## config.mk

```make
export PLATFORM = sky130hd
export DESIGN_NAME = sample_frame_builder_crc16
export DESIGN_NICKNAME = d
export VERILOG_FILES = /design/src/sv/sfb_pkg.sv /design/src/sv/sfb_front.sv /design/src/sv/sfb_queue.sv /design/src/sv/sfb_back.sv /design/src/sv/sample_frame_builder_crc16.sv
export SDC_FILE = /design/constraint.sdc
export NUM_CORES = 1
export LEC_CHECK = 0
export BUFFER_PORTS_ARGS = -buffer_cell sky130_fd_sc_hd__buf_2
export CORE_ASPECT_RATIO = 1.25
export CORE_MARGIN = 5
export CORE_UTILIZATION = 66
export CTS_CLUSTER_DIAMETER = 150
export DETAILED_ROUTE_END_ITERATION = 6
export GPL_TIMING_DRIVEN = 0
export HOLD_SLACK_MARGIN = 0.12
export PLACE_DENSITY = 0.91
export RECOVER_POWER = 25
export SYNTH_ARGS = -nofsm -noshare
export SYNTH_HDL_FRONTEND = slang
export SYNTH_SLANG_ARGS = --single-unit
```

## constraint.sdc

```tcl
create_clock -name i_clk -period 8 [get_ports i_clk]
set_clock_uncertainty 0.2 [all_clocks]
set_input_delay 1.6 -clock i_clk [delete_from_list [all_inputs] [get_ports i_clk]]
set_output_delay 1.6 -clock i_clk [all_outputs]
set_load 0.1 [all_outputs]
```

## src/sv/sfb_pkg.sv

```systemverilog
// ----------------------------------------------------------------------------
// sfb_pkg
// Shared types, constants and crc functions of the sample frame builder.
// ----------------------------------------------------------------------------
package sfb_pkg;

    localparam logic [15:0] SFB_CRC_INIT   = 16'hFFFF;
    localparam logic [15:0] SFB_CRC_POLY   = 16'h1021;
    localparam logic [15:0] SFB_CRC_TOPBIT = 16'h8000;
    localparam logic [7:0]  SFB_PRE_FIRST  = 8'hAA;
    localparam logic [7:0]  SFB_PRE_SECOND = 8'h55;

    localparam logic SFB_REQ_START  = 1'b0;
    localparam logic SFB_REQ_SAMPLE = 1'b1;

    localparam int SFB_Q_DEPTH = 4;

    // one unit of work for the serializer
    typedef struct packed {
        logic        is_hdr;
        logic        with_crc;
        logic [15:0] data;
        logic [15:0] crc;
    } t_job;

    function automatic logic [15:0] sfb_crc_byte(input logic [15:0] c, input logic [7:0] b);
        logic [15:0] r;
        r = c ^ {b, 8'h00};
        for (int k = 0; k < 8; k++) begin
            if ((r & SFB_CRC_TOPBIT) != 16'h0000) begin
                r = {r[14:0], 1'b0} ^ SFB_CRC_POLY;
            end else begin
                r = {r[14:0], 1'b0};
            end
        end
        return r;
    endfunction

    // low byte first, then high byte
    function automatic logic [15:0] sfb_crc_word(input logic [15:0] c, input logic [15:0] w);
        return sfb_crc_byte(sfb_crc_byte(c, w[7:0]), w[15:8]);
    endfunction

endpackage

```

## src/sv/sfb_front.sv

```systemverilog
// ----------------------------------------------------------------------------
// sfb_front
// Accepts requests, tracks the open frame and the running crc, and queues
// one serializer job per request that produces bytes.
// ----------------------------------------------------------------------------
module sfb_front import sfb_pkg::*; (
    input  logic        i_clk,
    input  logic        i_rst_n,
    input  logic        i_s_tvalid,
    output logic        o_s_tready,
    input  logic [31:0] i_s_tdata,   // sample_count [15:0], sample_value [31:16]
    input  logic        i_s_tuser,   // req_type
    input  logic        i_q_full,
    output logic        o_push,
    output t_job        o_job
);

    logic [15:0] r_crc,  n_crc;
    logic [15:0] r_left, n_left;
    logic        r_open, n_open;

    logic        w_fire;
    logic        w_is_start;
    logic [15:0] w_cnt;
    logic [15:0] w_val;
    logic [15:0] w_crc_start;
    logic [15:0] w_crc_sample;

    assign o_s_tready   = !i_q_full;
    assign w_fire       = i_s_tvalid && !i_q_full;
    assign w_is_start   = (i_s_tuser == SFB_REQ_START);
    assign w_cnt        = i_s_tdata[15:0];
    assign w_val        = i_s_tdata[31:16];
    assign w_crc_start  = sfb_crc_word(SFB_CRC_INIT, w_cnt);
    assign w_crc_sample = sfb_crc_word(r_crc, w_val);

    always_comb begin
        n_crc  = r_crc;
        n_left = r_left;
        n_open = r_open;
        o_push = 1'b0;
        o_job  = '{is_hdr: w_is_start, with_crc: 1'b0, data: w_cnt, crc: w_crc_start};
        if (w_fire && w_is_start) begin
            o_push         = 1'b1;
            o_job.with_crc = (w_cnt == 16'h0000);
            n_crc          = w_crc_start;
            n_left         = w_cnt;
            n_open         = (w_cnt != 16'h0000);
        end else if (w_fire && r_open) begin
            o_push         = 1'b1;
            o_job.with_crc = (r_left == 16'h0001);
            o_job.data     = w_val;
            o_job.crc      = w_crc_sample;
            n_crc          = w_crc_sample;
            n_left         = r_left - 16'h0001;
            n_open         = (r_left != 16'h0001);
        end
    end

    always_ff @(posedge i_clk) begin
        if (!i_rst_n) begin
            r_crc  <= SFB_CRC_INIT;
            r_left <= 16'h0000;
            r_open <= 1'b0;
        end else begin
            r_crc  <= n_crc;
            r_left <= n_left;
            r_open <= n_open;
        end
    end

endmodule

```

## src/sv/sfb_queue.sv

```systemverilog
// ----------------------------------------------------------------------------
// sfb_queue
// Small job queue between the request front end and the byte serializer.
// ----------------------------------------------------------------------------
module sfb_queue import sfb_pkg::*; #(
    parameter int DEPTH = SFB_Q_DEPTH
) (
    input  logic                       i_clk,
    input  logic                       i_rst_n,
    input  logic                       i_push,
    input  t_job                       i_job,
    output logic                       o_full,
    output logic                       o_valid,
    output t_job                       o_job,
    input  logic                       i_pop,
    output logic [$clog2(DEPTH+1)-1:0] o_count
);

    localparam int AW = $clog2(DEPTH);
    localparam int CW = $clog2(DEPTH + 1);

    t_job          r_mem [DEPTH];
    logic [AW-1:0] r_wr;
    logic [AW-1:0] r_rd;
    logic [CW-1:0] r_count;

    logic w_do_push;
    logic w_do_pop;

    assign o_full    = (r_count == CW'(DEPTH));
    assign o_valid   = (r_count != '0);
    assign o_job     = r_mem[r_rd];
    assign o_count   = r_count;
    assign w_do_push = i_push && !o_full;
    assign w_do_pop  = i_pop && o_valid;

    always_ff @(posedge i_clk) begin
        if (w_do_push) begin
            r_mem[r_wr] <= i_job;
        end
    end

    always_ff @(posedge i_clk) begin
        if (!i_rst_n) begin
            r_wr    <= '0;
            r_rd    <= '0;
            r_count <= '0;
        end else begin
            if (w_do_push) begin
                r_wr <= (r_wr == AW'(DEPTH - 1)) ? '0 : r_wr + AW'(1);
            end
            if (w_do_pop) begin
                r_rd <= (r_rd == AW'(DEPTH - 1)) ? '0 : r_rd + AW'(1);
            end
            if (w_do_push && !w_do_pop) begin
                r_count <= r_count + CW'(1);
            end else if (w_do_pop && !w_do_push) begin
                r_count <= r_count - CW'(1);
            end
        end
    end

endmodule

```

## src/sv/sfb_back.sv

```systemverilog
// ----------------------------------------------------------------------------
// sfb_back
// Byte serializer: walks each queued job byte by byte into a registered
// output stage.
// ----------------------------------------------------------------------------
module sfb_back import sfb_pkg::*; (
    input  logic       i_clk,
    input  logic       i_rst_n,
    input  logic       i_q_valid,
    input  t_job       i_q_job,
    output logic       o_pop,
    output logic       o_m_tvalid,
    input  logic       i_m_tready,
    output logic [7:0] o_m_tdata,   // out_byte
    output logic       o_m_tlast,   // run_last
    output logic       o_m_tuser    // frame_end
);

    localparam logic [2:0] IDX_PRE_A   = 3'd0;
    localparam logic [2:0] IDX_PRE_B   = 3'd1;
    localparam logic [2:0] IDX_DATA_LO = 3'd2;
    localparam logic [2:0] IDX_DATA_HI = 3'd3;
    localparam logic [2:0] IDX_CRC_LO  = 3'd4;
    localparam logic [2:0] IDX_CRC_HI  = 3'd5;

    t_job       r_job;
    logic       r_busy;
    logic [2:0] r_idx;
    logic       r_out_valid;
    logic [7:0] r_out_data;
    logic       r_out_last;
    logic       r_out_end;

    logic       w_can_load;
    logic       w_issue;
    logic       w_is_last;
    logic       w_take;
    logic [2:0] w_last_idx;
    logic [7:0] w_byte;

    assign w_last_idx = r_job.with_crc ? IDX_CRC_HI : IDX_DATA_HI;
    assign w_can_load = !r_out_valid || i_m_tready;
    assign w_issue    = w_can_load && r_busy;
    assign w_is_last  = (r_idx == w_last_idx);
    assign w_take     = i_q_valid && (!r_busy || (w_issue && w_is_last));
    assign o_pop      = w_take;

    always_comb begin
        unique case (r_idx)
            IDX_PRE_A:   w_byte = SFB_PRE_FIRST;
            IDX_PRE_B:   w_byte = SFB_PRE_SECOND;
            IDX_DATA_LO: w_byte = r_job.data[7:0];
            IDX_DATA_HI: w_byte = r_job.data[15:8];
            IDX_CRC_LO:  w_byte = r_job.crc[7:0];
            IDX_CRC_HI:  w_byte = r_job.crc[15:8];
            default:     w_byte = 8'h00;
        endcase
    end

    always_ff @(posedge i_clk) begin
        if (w_take) begin
            r_job <= i_q_job;
        end
        if (w_issue) begin
            r_out_data <= w_byte;
            r_out_last <= w_is_last;
            r_out_end  <= (r_idx == IDX_CRC_HI);
        end
    end

    always_ff @(posedge i_clk) begin
        if (!i_rst_n) begin
            r_busy      <= 1'b0;
            r_idx       <= IDX_PRE_A;
            r_out_valid <= 1'b0;
        end else begin
            if (w_take) begin
                r_busy <= 1'b1;
                r_idx  <= i_q_job.is_hdr ? IDX_PRE_A : IDX_DATA_LO;
            end else if (w_issue && w_is_last) begin
                r_busy <= 1'b0;
            end else if (w_issue) begin
                r_idx <= r_idx + 3'd1;
            end
            if (w_issue) begin
                r_out_valid <= 1'b1;
            end else if (i_m_tready) begin
                r_out_valid <= 1'b0;
            end
        end
    end

    assign o_m_tvalid = r_out_valid;
    assign o_m_tdata  = r_out_data;
    assign o_m_tlast  = r_out_last;
    assign o_m_tuser  = r_out_end;

endmodule

```

## src/sv/sample_frame_builder_crc16.sv

```systemverilog
// ----------------------------------------------------------------------------
// sample_frame_builder_crc16
// Frames 16-bit samples into a byte stream: preamble, count, samples and a
// crc-16/ccitt-false trailer over count and samples.
//
//   channel  dir  handshake                    payload
//   s        in   i_s_tvalid / o_s_tready      tdata: count, sample; tuser: req_type
//   m        out  o_m_tvalid / i_m_tready      tdata: byte; tlast: run_last; tuser: frame_end
//
// one output byte per cycle from the serializer while i_m_tready does not stall it:
// a sample gives 2 bytes, 4 with the trailer; a start gives 4 bytes, 6 with a zero count
// requests are taken one per cycle while the job queue has room
// input reaches the first byte via the queue, job and output registers; samples outside
// an open frame are taken and dropped; reset is synchronous, active low, and opens no frame
// ----------------------------------------------------------------------------
module sample_frame_builder_crc16 import sfb_pkg::*; #(
    parameter int Q_DEPTH = SFB_Q_DEPTH
) (
    input  logic        i_clk,
    input  logic        i_rst_n,
    input  logic        i_s_tvalid,
    output logic        o_s_tready,
    input  logic [31:0] i_s_tdata,   // sample_count [15:0], sample_value [31:16]
    input  logic        i_s_tuser,   // req_type
    output logic        o_m_tvalid,
    input  logic        i_m_tready,
    output logic [7:0]  o_m_tdata,   // out_byte
    output logic        o_m_tlast,   // run_last
    output logic        o_m_tuser    // frame_end
);

    localparam int CW = $clog2(Q_DEPTH + 1);

    logic          w_push;
    logic          w_full;
    t_job          w_push_job;
    logic          w_q_valid;
    t_job          w_q_job;
    logic          w_pop;
    logic [CW-1:0] w_count;

    sfb_front u_front (
        .i_clk      (i_clk),
        .i_rst_n    (i_rst_n),
        .i_s_tvalid (i_s_tvalid),
        .o_s_tready (o_s_tready),
        .i_s_tdata  (i_s_tdata),
        .i_s_tuser  (i_s_tuser),
        .i_q_full   (w_full),
        .o_push     (w_push),
        .o_job      (w_push_job)
    );

    sfb_queue #(
        .DEPTH (Q_DEPTH)
    ) u_queue (
        .i_clk   (i_clk),
        .i_rst_n (i_rst_n),
        .i_push  (w_push),
        .i_job   (w_push_job),
        .o_full  (w_full),
        .o_valid (w_q_valid),
        .o_job   (w_q_job),
        .i_pop   (w_pop),
        .o_count (w_count)
    );

    sfb_back u_back (
        .i_clk      (i_clk),
        .i_rst_n    (i_rst_n),
        .i_q_valid  (w_q_valid),
        .i_q_job    (w_q_job),
        .o_pop      (w_pop),
        .o_m_tvalid (o_m_tvalid),
        .i_m_tready (i_m_tready),
        .o_m_tdata  (o_m_tdata),
        .o_m_tlast  (o_m_tlast),
        .o_m_tuser  (o_m_tuser)
    );

`ifndef SYNTHESIS
    a_end_is_last: assert property (@(posedge i_clk) disable iff (!i_rst_n)
        (o_m_tvalid && o_m_tuser) |-> o_m_tlast)
        else $error("frame end byte without run end");

    a_no_overflow: assert property (@(posedge i_clk) disable iff (!i_rst_n)
        w_push |-> !w_full)
        else $error("job pushed into full queue");

    a_count_bound: assert property (@(posedge i_clk) disable iff (!i_rst_n)
        w_count <= CW'(Q_DEPTH))
        else $error("queue count out of range");

    a_pop_valid: assert property (@(posedge i_clk) disable iff (!i_rst_n)
        w_pop |-> w_q_valid)
        else $error("pop from empty queue");
`endif

endmodule
```

==> results.txt <==
The average routed wire per standard cell came out at 24.8 um. At the pin with the least slew margin, the transition time is 963 ps. The run finished with clean final reports.

The number of enable-type register cells in the synthesized netlist is 179. The number of port buffers came out at 40. Once layout is complete, the cells apart from fillers number 1020.

In this run the static leakage power is 4.04 nW. The master cell of the clock root buffer is sky130_fd_sc_hd__clkbuf_16. The max-cap violation count is 0. Setup violations remaining at the end of the flow were counted as 0. The wire length reported by the detailed router is 25.2 mm. Row generation in the floorplan step produced 51 rows. The worst ir drop on vdd came out at 0.000238 V. The tightest slew margin relative to the limit came out at 35.8%. The final count of pins violating max slew is 0. The power density relative to cell area is 370 mW/mm2. The initial antenna violation count is 0. The height of the die is 149 um. The count of pins on the block boundary came out at 49. After synthesis, the largest family of logic cells by area is XOR/XNOR gates. The worst hold path belongs to the class reg2reg. The number of gates resized after CTS was 0.

Among all flip-flop cells after synthesis, the most frequent one is sky130_fd_sc_hd__edfxtp_1. For this run, the post-layout net count is 844. The floorplan die area came out at 0.0182 mm2.

The critical path launch point type is an input pin. Dividing the detail-routed via count by the number of cells gives 6.45. The wire length of the first global-routing pass is 38.8 mm. The total iterations of the first detailed-routing run came out at 5. The synthesized netlist devotes 7.23% of its cell area to simple gates. The synthesized net count is 779.

After the first detailed-routing iteration, the DRC count stood at 694. The average cell area after synthesis is 14.1 um2. The deepest clock path buffer count is 3. The total number of clock tree sinks came out at 226. TritonCTS built the clock tree. Cells with a size suffix above 1 make up 17.0% of the layout.

The number of antenna diodes came out at 0. The pin count of the biggest net entering global routing came out at 36. Total power for the finished layout comes to 4.22 mW. Summing every instance area after synthesis gives 0.0103 mm2. The HPWL reported at the end of detailed placement is 17.4 mm. The synthesized-area fraction occupied by adder cells came out at 1.78%.

The clock period minus worst slack is 3710 ps. The unique cell type count in the Yosys netlist is 62. The fraction of synthesis flops using an asynchronous set or reset pin came out at 0%.

The buffer count from post-CTS setup fixing is 0. The number of levels the H-tree was split into came out at 1. The hold violation count in the final report is 0. The remaining design rule violation count is 0.

The routed layout has 6581 vias. The floorplan die width came out at 122 um. The number of buffers inserted during clock tree synthesis came out at 23. The clock-pin slew on the worst setup and hold paths is 60 ps. The data required time of the worst path is 8010 ps. The synthesized-area fraction occupied by ao, oa, aoi and oai cells is 8.21%. The worst setup path is captured at a flip-flop. Setup repair after global routing left no endpoint under its margin. The mux cell area share after synthesis came out at 8.15%.

The critical path in this run is classified as in2reg. The total of warnings raised by yosys came out at 0. The count of nets left with antenna violations once routing finished came out at 0.

The number of standard cells after synthesis is 728. The number of cells after detailed placement came out at 980. The layout has 973 filler cells. The post-synthesis sequential area ratio is 61.5%. The number of flip-flops and latches in the synthesized netlist is 226. The clock latency on the worst-skew pair is 510 ps. The final critical-path share of the clock period came out at 46.3%. After floorplanning, the core was sized to cover 0.0154 mm2.

The data arrival time at the worst-slack endpoint is 3720 ps. At the end of routability-driven placement, the weighted congestion stood at 0.947. The final sum of negative setup slack is 0 ps. The total congestion overflow after global routing is 0. In this run, post-CTS hold repair placed 0 buffers. The timing-limited maximum frequency came out at 270 MHz. The area growth from synthesis to layout is 11.2%. The largest driver fanout on the critical path came out at 4.

Once the floorplan was initialized, standard cells occupied 66.5% of the core. The post-synthesis xor/xnor area fraction is 10.9%. Across every metal layer, demand over resource in global routing totals 28.7%.

The via count of the first global-routing pass is 6648.
synth_stat cells, drive strengths merged (8+ instances only):
library cell | instances | area, um2
nand2 | 81 | 304
edfxtp | 179 | 5380
and2 | 8 | 50.1
nor2 | 37 | 139
a221oi | 8 | 70.1
a21oi | 61 | 305
o21ai | 25 | 125
ha | 13 | 163
xnor3 | 13 | 295
clkbuf | 25 | 93.8
buf | 18 | 86.3
a22oi | 9 | 67.6
mux4 | 34 | 766
xor2 | 20 | 198
xnor2 | 58 | 598
inv | 14 | 52.6
dfxtp | 47 | 941
placed cells by master (no fill, tap or decap), drive strengths merged, types with 4 or more instances in the layout:
master,Yosys,layout
edfxtp,179,179
nand2,81,81
nor3,4,4
clkinv,1,11
mux4,34,34
and2,8,8
a21oi,61,61
o21ai,25,25
a221oi,8,8
xor2,20,20
nor4,7,7
xnor2,58,58
clkinvlp,0,4
clkbuf,25,62
mux2i,6,6
xnor3,13,13
inv,14,14
buf,18,46
ha,13,13
nor2,37,37
a222oi,7,7
or4,4,4
a22oi,9,9
dfxtp,47,47
or3,4,4
flip-flops by register name, summed over array words and instances, names as in the netlist, 2 cells and up, named ones only:
register and cells:
u_back.o_m_tdata 8, u_back.r_idx 3, u_back.r_job 33, u_front.r_crc 16, u_front.r_left 16, u_queue.o_count 3, u_queue.r_mem 136, u_queue.r_rd 2
u_queue.r_wr 2
per-layer routing:
layer / track usage [%] / share of wire (%) / wire [um]
met5: 0 / 0 / 0
met4: 12.7 / 4.7 / 1180
met3: 5.26 / 8.6 / 2170
met2: 48.2 / 50 / 12700
met1: 36.9 / 37 / 9250
final timing paths:
kind,start,endpoint,slack (ps),cells past startpoint
min reg2reg,u_back.r_busy,u_back.o_m_tvalid,290,2
max,i_s_tdata[22],u_queue.r_mem[3][14],4290,6
min,u_back.r_busy,u_back.o_m_tvalid,290,2
max reg2reg,u_queue.o_count[0],u_queue.r_mem[3][14],4730,6
where the power goes:
part / switching, mW / internal, mW / leakage, nW
clock network: 0.436 / 0.559 / 0.328
registers: 0.112 / 1.59 / 2.04
logic: 0.934 / 0.589 / 1.67
total: 1.48 / 2.74 / 4.04
final cells by class:
cell class / instances / area, um2 / area share [%]
buffer: 43 / 169 / 1.48
clock buffer: 25 / 583 / 5.11
clock inverter: 15 / 108 / 0.942
inverter: 15 / 56.3 / 0.493
multi-input combinational: 444 / 3730 / 32.6
sequential: 226 / 6320 / 55.3
tap: 212 / 265 / 2.32
timing repair buffer: 40 / 198 / 1.73
kinds of logic (layout without fill, tap and decap cells):
logic type | Yosys count | in the layout
DFF | 226 | 226
xor gates and xnor gates | 92 | 92
and+or+nand+nor | 162 | 162
AOI/OAI and AO/OA | 135 | 135
adders and majority gates | 14 | 14
buffers and inverters | 58 | 138
muxes | 41 | 41
per-stage QoR:
step	hold slack, ps	instance area [um2]	setup WS (ps)	util, %
detailed placement	281	10700	3920	69.6
floorplan	248	10300	4410	-
CTS	292	11400	4320	74.0
finish	291	11400	4290	74.0
global placement	264	10700	3950	69.5
global route	311	11400	4210	74.0
critical path, cell delays in order:
cell                      delay (ps)
sky130_fd_sc_hd__buf_2           110
sky130_fd_sc_hd__xor2_2          370
sky130_fd_sc_hd__xnor3_2         590
sky130_fd_sc_hd__xnor3_1         440
sky130_fd_sc_hd__nor2_1           50
sky130_fd_sc_hd__a21oi_1         540
Note: power is estimated with default switching activity, not from simulation.
